<file path="src/cron_next_match_time_unit_defines.svh">
// assertion macros shared by the cron next-match unit
// expects clk and arst_n in the scope where a macro is used
`ifndef CRON_NEXT_MATCH_TIME_UNIT_DEFINES_SVH
`define CRON_NEXT_MATCH_TIME_UNIT_DEFINES_SVH

// same-cycle implication
`define CNMT_ASSERT_NOW(label, ante, cons, msg) \
	label: assert property (@(posedge clk) disable iff (!arst_n) (ante) |-> (cons)) \
		else $error(msg);

// next-cycle implication
`define CNMT_ASSERT_NEXT(label, ante, cons, msg) \
	label: assert property (@(posedge clk) disable iff (!arst_n) (ante) |=> (cons)) \
		else $error(msg);

`endif

</file>
<file path="src/cnmt_pkg.sv">
// shared types, constants and calendar helpers of the cron next-match unit
// no dependencies
package cnmt_pkg;

	localparam int AFTER_W = 31;
	localparam int CFG_DATA_W = 60;
	localparam int CFG_IDX_W = 3;
	localparam int DAY_W = 21;
	localparam int Z_W = 22;
	localparam int BASE_W = 32;
	localparam int SEARCH_DAYS_DEF = 1832;

	localparam logic [CFG_IDX_W-1:0] REG_MINUTE = 3'd0;
	localparam logic [CFG_IDX_W-1:0] REG_HOUR = 3'd1;
	localparam logic [CFG_IDX_W-1:0] REG_DOM = 3'd2;
	localparam logic [CFG_IDX_W-1:0] REG_MONTH = 3'd3;
	localparam logic [CFG_IDX_W-1:0] REG_WEEKDAY = 3'd4;
	localparam logic [CFG_IDX_W-1:0] REG_DOM_RESTR = 3'd5;
	localparam logic [CFG_IDX_W-1:0] REG_WD_RESTR = 3'd6;

	typedef struct packed {
		logic load;
		logic div_step;
		logic inc;
		logic dinit;
		logic date_step;
		logic dfin;
		logic adv;
		logic hour;
		logic minute;
		logic sum;
		logic miss;
	} cnmt_cmd_t;

	typedef struct packed {
		logic div_done;
		logic date_done;
		logic over;
		logic day_ok;
		logic hour_hit;
		logic min_hit;
	} cnmt_status_t;

	// first set bit at or above lo: {valid, index}
	function automatic logic [5:0] scan24(input logic [23:0] mask, input logic [4:0] lo);
		logic [5:0] r;
		r = '0;
		for (int i = 23; i >= 0; i--) begin
			if (mask[i] && (5'(i) >= lo)) r = {1'b1, 5'(i)};
		end
		return r;
	endfunction

	function automatic logic [6:0] scan60(input logic [59:0] mask, input logic [5:0] lo);
		logic [6:0] r;
		r = '0;
		for (int i = 59; i >= 0; i--) begin
			if (mask[i] && (6'(i) >= lo)) r = {1'b1, 6'(i)};
		end
		return r;
	endfunction

	function automatic logic [2:0] addmod7(input logic [2:0] a, input logic [2:0] b);
		logic [3:0] s;
		s = {1'b0, a} + {1'b0, b};
		if (s >= 4'd7) s = s - 4'd7;
		return s[2:0];
	endfunction

	function automatic logic [2:0] mod7_5(input logic [4:0] v);
		logic [4:0] r;
		r = v;
		if (r >= 5'd28) r = r - 5'd28;
		else if (r >= 5'd21) r = r - 5'd21;
		else if (r >= 5'd14) r = r - 5'd14;
		else if (r >= 5'd7) r = r - 5'd7;
		return r[2:0];
	endfunction

	// calendar month 1-12
	function automatic logic [4:0] month_days(input logic [3:0] mo, input logic leap);
		logic [4:0] r;
		case (mo)
			4'd2: r = leap ? 5'd29 : 5'd28;
			4'd4, 4'd6, 4'd9, 4'd11: r = 5'd30;
			default: r = 5'd31;
		endcase
		return r;
	endfunction

	// march-based month 0-10 (march .. january)
	function automatic logic [4:0] mar_days(input logic [3:0] mp);
		logic [4:0] r;
		case (mp)
			4'd1, 4'd3, 4'd6, 4'd8: r = 5'd30;
			default: r = 5'd31;
		endcase
		return r;
	endfunction

endpackage

</file>
<file path="src/cnmt_ifs.sv">
// valid/ready channels of the cron next-match unit
// depends on cnmt_pkg
interface cnmt_query_if import cnmt_pkg::*; ();
	logic valid;
	logic ready;
	logic [AFTER_W-1:0] after_minute;
	modport source(output valid, output after_minute, input ready);
	modport sink(input valid, input after_minute, output ready);
endinterface

interface cnmt_answer_if import cnmt_pkg::*; ();
	logic valid;
	logic ready;
	logic [AFTER_W-1:0] next_minute;
	logic found;
	modport source(output valid, output next_minute, output found, input ready);
	modport sink(input valid, input next_minute, input found, output ready);
endinterface

</file>
<file path="src/cnmt_datapath.sv">
// datapath: config registers, constant dividers, date walker, hour/minute pick
// depends on cnmt_pkg, driven by cnmt_ctrl
module cnmt_datapath import cnmt_pkg::*; #(
	parameter int SEARCH_DAYS = SEARCH_DAYS_DEF
) (
	input  logic                  clk,
	input  logic                  arst_n,
	input  logic                  wr_en,
	input  logic [CFG_IDX_W-1:0]  wr_index,
	input  logic [CFG_DATA_W-1:0] wr_data,
	input  logic [AFTER_W-1:0]    after_minute,
	input  cnmt_cmd_t             cmd,
	output cnmt_status_t          status,
	output logic [AFTER_W-1:0]    next_minute,
	output logic                  found
);

	localparam int K_W = $clog2(SEARCH_DAYS + 2);
	localparam logic [K_W-1:0] K_LAST = K_W'(SEARCH_DAYS);
	localparam logic [1:0] DIV_LAST = 2'd3;
	localparam logic [31:0] RCP_1440 = 32'd3054198967;
	localparam logic [21:0] RCP_60 = 22'd2185;
	localparam logic [2:0] LV_ERA = 3'd0;
	localparam logic [2:0] LV_CENT = 3'd1;
	localparam logic [2:0] LV_QUAD = 3'd2;
	localparam logic [2:0] LV_YEAR = 3'd3;
	localparam logic [2:0] LV_MON = 3'd4;
	localparam logic [2:0] LV_DONE = 3'd5;

	logic [59:0] min_mask_q;
	logic [23:0] hour_mask_q;
	logic [30:0] dom_mask_q;
	logic [11:0] mon_mask_q;
	logic [6:0]  wd_mask_q;
	logic        dom_restr_q;
	logic        wd_restr_q;

	logic [AFTER_W-1:0] num_q;
	logic [10:0]        mod_q;
	logic [4:0]         rem_q;
	logic [1:0]         cnt_q;
	logic [5:0]         cm_q;
	logic [4:0]         ch_q;
	logic [DAY_W-1:0]   day_q;
	logic [K_W-1:0]     k_q;
	logic [Z_W-1:0]     z_q;
	logic [2:0]         lvl_q;
	logic [1:0]         c_q;
	logic [4:0]         q_q;
	logic [1:0]         yr_q;
	logic [3:0]         mp_q;
	logic [2:0]         wd_q;
	logic [4:0]         dom_q;
	logic [3:0]         mo_q;
	logic [6:0]         y100_q;
	logic [8:0]         y400_q;
	logic [BASE_W-1:0]  base_q;
	logic [4:0]         h_q;
	logic [5:0]         mi_q;
	logic [AFTER_W-1:0] next_q;
	logic               found_q;

	// split into day, minute of day, hour and minute by reciprocal multiplication
	logic [62:0] day_prod;
	logic [10:0] day_lo;
	logic [21:0] hr_prod;
	logic [10:0] hr_lo;

	always_comb begin
		day_prod = 63'(num_q) * 63'(RCP_1440);
		day_lo = num_q[10:0] * 11'd1440;
		hr_prod = 22'(mod_q) * RCP_60;
		hr_lo = {rem_q, 6'b0} - {4'b0, rem_q, 2'b0};
	end

	// date decomposition step
	logic [Z_W-1:0] dstep;
	logic           dlim;
	logic [2:0]     dinc7;
	logic           dtake;
	logic [4:0]     mlen_mar;

	always_comb begin
		mlen_mar = mar_days(mp_q);
		case (lvl_q)
			LV_ERA: begin
				dstep = Z_W'(146097);
				dlim = 1'b1;
				dinc7 = 3'd0;
			end
			LV_CENT: begin
				dstep = Z_W'(36524);
				dlim = c_q != 2'd3;
				dinc7 = 3'd5;
			end
			LV_QUAD: begin
				dstep = Z_W'(1461);
				dlim = 1'b1;
				dinc7 = 3'd5;
			end
			LV_YEAR: begin
				dstep = Z_W'(365);
				dlim = yr_q != 2'd3;
				dinc7 = 3'd1;
			end
			LV_MON: begin
				dstep = Z_W'(mlen_mar);
				dlim = mp_q < 4'd11;
				dinc7 = (mlen_mar == 5'd31) ? 3'd3 : 3'd2;
			end
			default: begin
				dstep = '0;
				dlim = 1'b0;
				dinc7 = 3'd0;
			end
		endcase
		dtake = dlim && (z_q >= dstep);
	end

	// final date fields
	logic [3:0] fin_mo;
	logic [8:0] fin_y400;
	logic [6:0] fin_y100;

	always_comb begin
		fin_mo = (mp_q < 4'd10) ? mp_q + 4'd3 : mp_q - 4'd9;
		fin_y100 = {q_q, yr_q};
		fin_y400 = 9'(9'(c_q) * 9'd100) + 9'({q_q, yr_q});
		if (fin_mo <= 4'd2) begin
			fin_y100 = (fin_y100 == 7'd99) ? 7'd0 : fin_y100 + 7'd1;
			fin_y400 = (fin_y400 == 9'd399) ? 9'd0 : fin_y400 + 9'd1;
		end
	end

	// day checks
	logic       leap;
	logic [4:0] mlen;
	logic       mon_ok;
	logic       dom_ok;
	logic       wd_ok;
	logic       rule_ok;
	logic [5:0] hs;
	logic [5:0] lo_min;
	logic [6:0] ms;
	logic [5:0] ns;
	logic [6:0] fs;

	always_comb begin
		leap = (y100_q[1:0] == 2'd0) && ((y100_q != 7'd0) || (y400_q == 9'd0));
		mlen = month_days(mo_q, leap);
		mon_ok = mon_mask_q[4'(mo_q - 4'd1)];
		dom_ok = dom_mask_q[5'(dom_q - 5'd1)];
		wd_ok = wd_mask_q[wd_q];
		case ({dom_restr_q, wd_restr_q})
			2'b00: rule_ok = 1'b1;
			2'b01: rule_ok = wd_ok;
			2'b10: rule_ok = dom_ok;
			default: rule_ok = dom_ok || wd_ok;
		endcase
		hs = scan24(hour_mask_q, ch_q);
		lo_min = (h_q == ch_q) ? cm_q : 6'd0;
		ms = scan60(min_mask_q, lo_min);
		ns = scan24(hour_mask_q, h_q + 5'd1);
		fs = scan60(min_mask_q, 6'd0);
	end

	logic [10:0]       hm;
	logic [BASE_W-1:0] res;

	always_comb begin
		hm = {h_q, 6'b0} - {4'b0, h_q, 2'b0};
		res = base_q + BASE_W'(hm) + BASE_W'(mi_q);
	end

	always_comb begin
		status.div_done = cnt_q == DIV_LAST;
		status.date_done = lvl_q == LV_DONE;
		status.over = k_q > K_LAST;
		status.day_ok = mon_ok && rule_ok;
		status.hour_hit = hs[5];
		status.min_hit = ms[6] || ns[5];
	end

	// config and control registers
	always_ff @(posedge clk or negedge arst_n) begin
		if (!arst_n) begin
			min_mask_q <= '1;
			hour_mask_q <= '1;
			dom_mask_q <= '1;
			mon_mask_q <= '1;
			wd_mask_q <= '1;
			dom_restr_q <= 1'b0;
			wd_restr_q <= 1'b0;
			cnt_q <= '0;
			lvl_q <= LV_DONE;
		end else begin
			if (wr_en) begin
				case (wr_index)
					REG_MINUTE: min_mask_q <= wr_data[59:0];
					REG_HOUR: hour_mask_q <= wr_data[23:0];
					REG_DOM: dom_mask_q <= wr_data[30:0];
					REG_MONTH: mon_mask_q <= wr_data[11:0];
					REG_WEEKDAY: wd_mask_q <= wr_data[6:0];
					REG_DOM_RESTR: dom_restr_q <= wr_data[0];
					REG_WD_RESTR: wd_restr_q <= wr_data[0];
					default: ;
				endcase
			end
			if (cmd.load) begin
				cnt_q <= '0;
			end else if (cmd.div_step) begin
				cnt_q <= cnt_q + 2'd1;
			end
			if (cmd.dinit) lvl_q <= LV_ERA;
			else if (cmd.date_step && !dtake) lvl_q <= lvl_q + 3'd1;
		end
	end

	// working registers
	always_ff @(posedge clk) begin
		if (cmd.load) begin
			num_q <= after_minute;
		end
		if (cmd.div_step) begin
			case (cnt_q)
				2'd0: begin
					num_q <= AFTER_W'(day_prod[62:42]);
					mod_q <= num_q[10:0];
				end
				2'd1: mod_q <= mod_q - day_lo;
				2'd2: rem_q <= hr_prod[21:17];
				default: cm_q <= 6'(mod_q - hr_lo);
			endcase
		end
		if (cmd.inc) begin
			if (cm_q == 6'd59) begin
				cm_q <= '0;
				if (rem_q == 5'd23) begin
					ch_q <= '0;
					day_q <= num_q[DAY_W-1:0] + DAY_W'(1);
					k_q <= K_W'(1);
				end else begin
					ch_q <= rem_q + 5'd1;
					day_q <= num_q[DAY_W-1:0];
					k_q <= '0;
				end
			end else begin
				cm_q <= cm_q + 6'd1;
				ch_q <= rem_q;
				day_q <= num_q[DAY_W-1:0];
				k_q <= '0;
			end
		end
		if (cmd.dinit) begin
			z_q <= Z_W'(day_q) + Z_W'(719468);
			base_q <= BASE_W'(day_q) * BASE_W'(1440);
			c_q <= '0;
			q_q <= '0;
			yr_q <= '0;
			mp_q <= '0;
			wd_q <= 3'd3;
		end
		if (cmd.date_step && dtake) begin
			z_q <= z_q - dstep;
			wd_q <= addmod7(wd_q, dinc7);
			case (lvl_q)
				LV_CENT: c_q <= c_q + 2'd1;
				LV_QUAD: q_q <= q_q + 5'd1;
				LV_YEAR: yr_q <= yr_q + 2'd1;
				LV_MON: mp_q <= mp_q + 4'd1;
				default: ;
			endcase
		end
		if (cmd.dfin) begin
			dom_q <= z_q[4:0] + 5'd1;
			wd_q <= addmod7(wd_q, mod7_5(z_q[4:0]));
			mo_q <= fin_mo;
			y100_q <= fin_y100;
			y400_q <= fin_y400;
		end
		if (cmd.adv) begin
			wd_q <= (wd_q == 3'd6) ? 3'd0 : wd_q + 3'd1;
			base_q <= base_q + BASE_W'(1440);
			k_q <= k_q + K_W'(1);
			ch_q <= '0;
			cm_q <= '0;
			if (dom_q == mlen) begin
				dom_q <= 5'd1;
				if (mo_q == 4'd12) begin
					mo_q <= 4'd1;
					y100_q <= (y100_q == 7'd99) ? 7'd0 : y100_q + 7'd1;
					y400_q <= (y400_q == 9'd399) ? 9'd0 : y400_q + 9'd1;
				end else begin
					mo_q <= mo_q + 4'd1;
				end
			end else begin
				dom_q <= dom_q + 5'd1;
			end
		end
		if (cmd.hour) h_q <= hs[4:0];
		if (cmd.minute) begin
			if (ms[6]) begin
				mi_q <= ms[5:0];
			end else begin
				h_q <= ns[4:0];
				mi_q <= fs[5:0];
			end
		end
		if (cmd.sum) begin
			found_q <= !res[BASE_W-1];
			next_q <= res[BASE_W-1] ? '0 : res[AFTER_W-1:0];
		end
		if (cmd.miss) begin
			found_q <= 1'b0;
			next_q <= '0;
		end
	end

	assign next_minute = next_q;
	assign found = found_q;

endmodule

</file>
<file path="src/cnmt_ctrl.sv">
// controller state machine of the cron next-match unit
// depends on cnmt_pkg and the assertion macro header
`include "cron_next_match_time_unit_defines.svh"

module cnmt_ctrl import cnmt_pkg::*; (
	input  logic         clk,
	input  logic         arst_n,
	input  logic         in_valid,
	output logic         in_ready,
	output logic         out_valid,
	input  logic         out_ready,
	input  cnmt_status_t status,
	output cnmt_cmd_t    cmd
);

	typedef enum logic [9:0] {
		ST_IDLE   = 10'b0000000001,
		ST_DIV    = 10'b0000000010,
		ST_INC    = 10'b0000000100,
		ST_DINIT  = 10'b0000001000,
		ST_DATE   = 10'b0000010000,
		ST_DFIN   = 10'b0000100000,
		ST_CHECK  = 10'b0001000000,
		ST_MINUTE = 10'b0010000000,
		ST_SUM    = 10'b0100000000,
		ST_OUT    = 10'b1000000000
	} cnmt_state_t;

	cnmt_state_t state_q;
	cnmt_state_t state_n;

	always_comb begin
		cmd = '0;
		state_n = state_q;
		case (state_q)
			ST_IDLE: begin
				if (in_valid) begin
					cmd.load = 1'b1;
					state_n = ST_DIV;
				end
			end
			ST_DIV: begin
				cmd.div_step = 1'b1;
				if (status.div_done) state_n = ST_INC;
			end
			ST_INC: begin
				cmd.inc = 1'b1;
				state_n = ST_DINIT;
			end
			ST_DINIT: begin
				cmd.dinit = 1'b1;
				state_n = ST_DATE;
			end
			ST_DATE: begin
				if (status.date_done) state_n = ST_DFIN;
				else cmd.date_step = 1'b1;
			end
			ST_DFIN: begin
				cmd.dfin = 1'b1;
				state_n = ST_CHECK;
			end
			ST_CHECK: begin
				if (status.over) begin
					cmd.miss = 1'b1;
					state_n = ST_OUT;
				end else if (status.day_ok && status.hour_hit) begin
					cmd.hour = 1'b1;
					state_n = ST_MINUTE;
				end else begin
					cmd.adv = 1'b1;
				end
			end
			ST_MINUTE: begin
				if (status.min_hit) begin
					cmd.minute = 1'b1;
					state_n = ST_SUM;
				end else begin
					cmd.adv = 1'b1;
					state_n = ST_CHECK;
				end
			end
			ST_SUM: begin
				cmd.sum = 1'b1;
				state_n = ST_OUT;
			end
			ST_OUT: begin
				if (out_ready) state_n = ST_IDLE;
			end
			default: state_n = ST_IDLE;
		endcase
	end

	always_ff @(posedge clk or negedge arst_n) begin
		if (!arst_n) begin
			state_q <= ST_IDLE;
		end else begin
			state_q <= state_n;
		end
	end

	assign in_ready = state_q == ST_IDLE;
	assign out_valid = state_q == ST_OUT;

	`CNMT_ASSERT_NEXT(a_busy_after_accept, in_valid && in_ready, !in_ready, "accepted word not held busy")
	`CNMT_ASSERT_NEXT(a_div_stays, (state_q == ST_DIV) && !status.div_done, state_q == ST_DIV, "divider left early")
	`CNMT_ASSERT_NEXT(a_sum_to_out, state_q == ST_SUM, out_valid, "sum not presented")
	`CNMT_ASSERT_NEXT(a_over_to_out, (state_q == ST_CHECK) && status.over, out_valid && !in_ready, "window end not reported")

endmodule

</file>
<file path="src/cron_next_match_time_unit.sv">
// Cron next-match unit: returns the first minute after a given time that
// matches the minute, hour, day-of-month, month and weekday masks.
// query channel (valid/ready) carries after_minute, one word per search;
// answer channel carries next_minute and found (found 0 gives next_minute 0).
// wr_en/wr_index/wr_data write the mask registers: 0 minute, 1 hour,
// 2 day of month, 3 month, 4 weekday, 5 dom restricted, 6 weekday restricted;
// unknown indexes are ignored. Write only while no search is running.
// One search at a time: query ready is high only when idle.
// Steps after the query word: split the time into day, hour and minute,
// decompose the day into a date, then check the searched days one by one,
// moving to the next day also when an hour matches but no later minute of
// that day does, over at most SEARCH_DAYS + 1 days, then form the answer.
// The day walk of the search window sets the throughput.
// The answer word is held until taken; a stalled receiver holds the unit.
// Asynchronous reset returns to idle with all masks set and both restricted
// flags clear.
module cron_next_match_time_unit import cnmt_pkg::*; #(
	parameter int SEARCH_DAYS = SEARCH_DAYS_DEF
) (
	input  logic                  clk,
	input  logic                  arst_n,
	cnmt_query_if.sink            query,
	cnmt_answer_if.source         answer,
	input  logic                  wr_en,
	input  logic [CFG_IDX_W-1:0]  wr_index,
	input  logic [CFG_DATA_W-1:0] wr_data
);

	cnmt_cmd_t    cmd;
	cnmt_status_t status;

	cnmt_ctrl u_ctrl (
		.clk       (clk),
		.arst_n    (arst_n),
		.in_valid  (query.valid),
		.in_ready  (query.ready),
		.out_valid (answer.valid),
		.out_ready (answer.ready),
		.status    (status),
		.cmd       (cmd)
	);

	cnmt_datapath #(
		.SEARCH_DAYS (SEARCH_DAYS)
	) u_datapath (
		.clk          (clk),
		.arst_n       (arst_n),
		.wr_en        (wr_en),
		.wr_index     (wr_index),
		.wr_data      (wr_data),
		.after_minute (query.after_minute),
		.cmd          (cmd),
		.status       (status),
		.next_minute  (answer.next_minute),
		.found        (answer.found)
	);

endmodule
</file>
<file path="src/flat_wrapper.sv">
// flat-port wrapper written by rule: the top's interface ports become plain ports
module cron_next_match_time_unit_flat import cnmt_pkg::*;
#(
	parameter int SEARCH_DAYS = SEARCH_DAYS_DEF
)
  (clk, arst_n, wr_en, wr_index, wr_data, query_valid, query_after_minute, query_ready, answer_valid, answer_next_minute, answer_found, answer_ready);
  cnmt_query_if query_i ();
  cnmt_answer_if answer_i ();
  input  logic clk;
  input  logic arst_n;
  input  logic wr_en;
  input  logic [CFG_IDX_W-1:0] wr_index;
  input  logic [CFG_DATA_W-1:0] wr_data;
  input wire logic [$bits(query_i.valid)-1:0] query_valid;
  input wire logic [$bits(query_i.after_minute)-1:0] query_after_minute;
  output wire logic [$bits(query_i.ready)-1:0] query_ready;
  output wire logic [$bits(answer_i.valid)-1:0] answer_valid;
  output wire logic [$bits(answer_i.next_minute)-1:0] answer_next_minute;
  output wire logic [$bits(answer_i.found)-1:0] answer_found;
  input wire logic [$bits(answer_i.ready)-1:0] answer_ready;
  assign query_i.valid = query_valid;
  assign query_i.after_minute = query_after_minute;
  assign query_ready = query_i.ready;
  assign answer_valid = answer_i.valid;
  assign answer_next_minute = answer_i.next_minute;
  assign answer_found = answer_i.found;
  assign answer_i.ready = answer_ready;
  cron_next_match_time_unit #(.SEARCH_DAYS(SEARCH_DAYS)) u_core (.clk(clk), .arst_n(arst_n), .query(query_i), .answer(answer_i), .wr_en(wr_en), .wr_index(wr_index), .wr_data(wr_data));
endmodule
</file>
<file path="config.mk">
export PLATFORM = sky130hd
export DESIGN_NAME = cron_next_match_time_unit_flat
export DESIGN_NICKNAME = d
export VERILOG_FILES = /design/src/cnmt_pkg.sv /design/src/cnmt_ifs.sv /design/src/cnmt_datapath.sv /design/src/cnmt_ctrl.sv /design/src/cron_next_match_time_unit.sv /design/src/flat_wrapper.sv
export VERILOG_INCLUDE_DIRS = /design/src /design/src/src
export SDC_FILE = /design/constraint.sdc
export NUM_CORES = 2
export LEC_CHECK = 0
export BUFFER_PORTS_ARGS = -buffer_cell sky130_fd_sc_hd__buf_2
export CAP_MARGIN = 20
export CORE_AREA = 2 2 243 245
export CTS_BUF_LIST = sky130_fd_sc_hd__clkbuf_4 sky130_fd_sc_hd__clkbuf_8 sky130_fd_sc_hd__clkbuf_16
export DETAILED_ROUTE_END_ITERATION = 8
export DIE_AREA = 0 0 245 247
export HOLD_SLACK_MARGIN = 0.12
export PLACE_DENSITY_LB_ADDON = 0.05
export SETUP_SLACK_MARGIN = 0.5
export SLEW_MARGIN = 15
export SYNTH_ARGS = -nofsm -noshare
export SYNTH_HDL_FRONTEND = slang
export SYNTH_SLANG_ARGS = --single-unit
</file>
<file path="constraint.sdc">
create_clock -name clk -period 19.3 [get_ports clk]
set_input_delay 0.965 -clock clk [delete_from_list [all_inputs] [get_ports clk]]
set_output_delay 0.965 -clock clk [all_outputs]
set_load 0.05 [all_outputs]
</file>
==> results.txt <==
Ys Warns: 0
Global-route wire length before repair: 172800 um
Longest Clk Path Bufs: 3
Buf+Inv Stages, Crit Path: 4
Critical Path Source: u_core.u_datapath.num_q[7]
Vias: 32000
Worst Path Required: 19.79 ns
Pre-antenna DRT Iters: 6
RSZ-0062 raised after global routing: no
DR vias/cell: 6.167
Critical path depth in cells: 23
Slowest stage delay, CP: 0.73 ns
# setup viols final: 0
Post-synth ARST share: 0.4037
Syn Nets: 5274
Slowest CP cell: dfxtp_1
Fin. Hold Viols: 0
Crit path to: u_core.u_datapath.num_q[19]
FF-to-FF path depth: 23
Cell family with most CP delay: adder cells
Final HPWL from detailed placement: 89000 um
Slew Viols, Final: 0
Critical-path cell list: ha_1 > inv_1 > fa_1 > inv_1 > ha_1 > inv_1 > fa_1 > inv_1 > fa_1 > fa_1 > fa_1 > fa_1 > ha_1 > nand2_1 > o2111ai_1 > o311ai_0 > a2111oi_0 > o211ai_1 > nand4_1 > nand3_1 > a21boi_0 > or3_1 > a31o_2
Worst-path clk slew: 0.06 ns
Max cap viols: 0
Hold_buf cts: 0
Starting density of the core: 0.6900
WP data arrival: 8.82 ns
Core Region: 58240 um^2
H-tree levels: 2
Post-Synthesis Cells: 4308
Fmax: 120.1 MHz
Number of global-route vias before repair: 31260
Minimum clock period: 8.329 ns
Worst slew margin: 0.2931
Ports: 133
Initial antenna violation count: 1
CTS resizes: 0
Most used cell along the critical path: fa_1
Sink Count: 374
Netlist Area Pre-Place: 40180 um^2
Status: completed
Drt wl/cell: 21.25 um
CP startpoint kind: register
Post-CTS Repair Setup Buffers: 0
GRT overflow: 0
# fillers: 4381
Cts bufs inserted: 44
Worst flop-to-flop path startpoint: u_core.u_datapath.num_q[7]
Crit-path max FO: 10
Synthesis-to-layout area growth: 7.202%
Post-synth EDFFs: 111
Mean Syn Cell Area: 9.328 um^2
CP endpoint kind: register
Top FF cell, synth: dfstp_2
Fin crit share: 0.4315
Setup TNS: 0 ns
Total routed wirelength: 110300 um
DRC errors left: 0
Setup slack, reg-to-reg: 10.97 ns
Die area: 60520 um^2
Root buf cell: clkbuf_16
# nets final: 5346
Worst-Skew Late Latency: 0.61 ns
GR Util All Layers: 0.3683
Worst hold path class: input pin to async pin
Port Buffer Count: 132
Final ANT Viol Nets: 0
Final setup skew: 0.02080 ns
Post-synthesis sequential area ratio: 0.2370
Synthesized flop and latch total: 374
Yosys cell types: 97
R2r endpoint: u_core.u_datapath.num_q[19]
Die Height: 247 um
Initial DRC count: 2715
CTS tree: built
Final Wtd Congestion: 1.010
Worst slew pin tran: 1.034 ns
Die width: 245 um
Row cnt: 89
Share of post-route cells with drive strength above 1: 0.1239
Type of the worst setup path: register to register
Pin count of the biggest net entering global routing: 90
==> worst register-to-register path, delay by kind of cell, from the launching register on <==
kind | cells | cell delay (ns)
adder cells (fa/ha/maj) | 9 | 4.11
AO/OA/AOI/OAI | 6 | 2.12
AND/OR/NAND/NOR | 4 | 1.01
flip-flops | 1 | 0.73
buffers and inverters | 4 | 0.27
==> cell usage after synthesis, types with 27 or more instances <==
| cell type | count | area, um^2 |
|---|---|---|
| dfstp_2 | 137 | 3600 |
| nor2b_1 | 30 | 187.7 |
| fa_1 | 349 | 6987 |
| o31ai_1 | 49 | 367.9 |
| nand2_1 | 345 | 1295 |
| nor3b_1 | 27 | 202.7 |
| nand2b_1 | 33 | 206.5 |
| nand4_1 | 35 | 219.0 |
| nor2_1 | 271 | 1017 |
| a21o_1 | 40 | 300.3 |
| dfxtp_1 | 112 | 2242 |
| inv_1 | 635 | 2384 |
| clkbuf_1 | 97 | 364.1 |
| edfxtp_1 | 111 | 3333 |
| ha_1 | 518 | 6481 |
| nand3_1 | 94 | 470.5 |
| or3_1 | 27 | 168.9 |
| xor2_1 | 78 | 683.2 |
| a211oi_1 | 27 | 202.7 |
| mux2_2 | 114 | 1284 |
| xnor2_1 | 143 | 1252 |
| a31oi_1 | 40 | 250.2 |
| o21ai_0 | 227 | 1136 |
| a21oi_1 | 219 | 1096 |
| and3_1 | 39 | 244.0 |
| nor3_1 | 66 | 330.3 |
| nor4_1 | 28 | 175.2 |
==> layout by cell type (no fill, tap or decap), types with 15 or more instances in the layout <==
cell type,count
o21a_1,24
nand2b_1,33
edfxtp_1,111
o21ai_0,227
xor2_1,77
buf_4,25
xnor2_1,143
o22ai_1,16
mux2i_1,21
o21ai_1,18
a21o_1,40
or3_1,27
o211ai_1,21
nor2b_1,30
nand2_1,345
nor2_1,270
and3_1,39
a21boi_0,19
clkbuf_16,45
nor4_1,28
a211oi_1,27
nand4_1,35
dfxtp_1,112
and2_1,25
buf_2,131
nand3_1,94
ha_1,518
o31ai_1,49
nor3_1,65
dfstp_2,137
fa_1,349
inv_1,635
nor3b_1,25
a21oi_1,219
a31oi_1,39
mux2_2,114
a211o_1,15
==> cell type report <==
| type | instances | area, um^2 | share of cell area |
|---|---|---|---|
| multi-input combinational | 3166 | 27800 | 0.6453 |
| sequential | 374 | 9525 | 0.2211 |
| inverter | 637 | 2391 | 0.05550 |
| clock buffer | 56 | 1265 | 0.02936 |
| tap | 773 | 967.2 | 0.02245 |
| timing repair buffer | 157 | 854.6 | 0.01984 |
| clock inverter | 25 | 276.5 | 0.006419 |
| antenna | 1 | 2.502 | 0.00005809 |
==> state kept, by name, summed over array words and instances (netlist names), 5 cells and up <==
signal                         cells
u_core.u_ctrl.state_q             10
u_core.u_datapath.base_q          27
u_core.u_datapath.ch_q             5
u_core.u_datapath.cm_q             6
u_core.u_datapath.day_q           21
u_core.u_datapath.dom_mask_q      31
u_core.u_datapath.dom_q            5
u_core.u_datapath.h_q              5
u_core.u_datapath.hour_mask_q     24
u_core.u_datapath.k_q             11
u_core.u_datapath.mi_q             6
u_core.u_datapath.min_mask_q      60
u_core.u_datapath.mod_q           11
u_core.u_datapath.mon_mask_q      12
u_core.u_datapath.next_minute     31
u_core.u_datapath.num_q           31
u_core.u_datapath.q_q              5
u_core.u_datapath.rem_q            5
u_core.u_datapath.wd_mask_q        7
u_core.u_datapath.y100_q           7
u_core.u_datapath.y400_q           9
u_core.u_datapath.z_q             22
==> per-layer routing <==
metal / GRT usage / part of all wire
met5: 0 / 0
met4: 0.1254 / 0.036
met3: 0.07228 / 0.087
met2: 0.5756 / 0.45
met1: 0.5150 / 0.43
==> cell families (layout without fill, tap and decap cells) <==
kind of cell	Yosys count	after routing	synth area share
and+or+nand+nor	1087	1087	0.1301
adders and majority gates	867	867	0.3351
AOI/OAI and AO/OA	840	840	0.1313
buffers and inverters	768	875	0.07227
DFF	374	374	0.2370
xor gates and xnor gates	224	224	0.04966
muxes	148	148	0.04446
other	0	1	0
==> through the flow <==
| step | hold slack, ns | setup WS (ns) | utilization | area (um^2) | cells |
|---|---|---|---|---|---|
| 2_1_floorplan | 0.4366 | 12.57 | - | 40180 | 4308 |
| 3_5_place_dp | 0.4241 | 11.14 | 0.7132 | 41530 | 5107 |
| 3_3_place_gp | 0.4195 | 11.31 | 0.7132 | 41530 | 5107 |
| 6_report | 0.4290 | 10.97 | 0.7397 | 43080 | 5189 |
| 4_1_cts | 0.4359 | 11.09 | 0.7396 | 43080 | 5188 |
| 5_1_grt | 0.4693 | 10.76 | 0.7397 | 43080 | 5189 |
==> worst min path at each step <==
| stage | startpoint | endpoint | slack, ns | cells after the start |
|---|---|---|---|---|
| after floorplan | u_core.u_datapath.mi_q[0] | u_core.u_datapath.next_minute[0] | 0.44 | 2 |
| after global placement | u_core.u_datapath.next_minute[2] | u_core.u_datapath.next_minute[2] | 0.42 | 2 |
| after detailed placement | u_core.u_datapath.next_minute[2] | u_core.u_datapath.next_minute[2] | 0.42 | 2 |
| after CTS | arst_n | u_core.u_datapath.cnt_q[0] | 0.44 | 1 |
| after global routing | u_core.u_datapath.next_minute[1] | u_core.u_datapath.next_minute[1] | 0.47 | 2 |
| final | arst_n | u_core.u_datapath.cnt_q[0] | 0.43 | 1 |
Power is left out: the tool's default activity adds up to more than one toggle a clock period on the data nets, which glitch-free logic cannot reach.
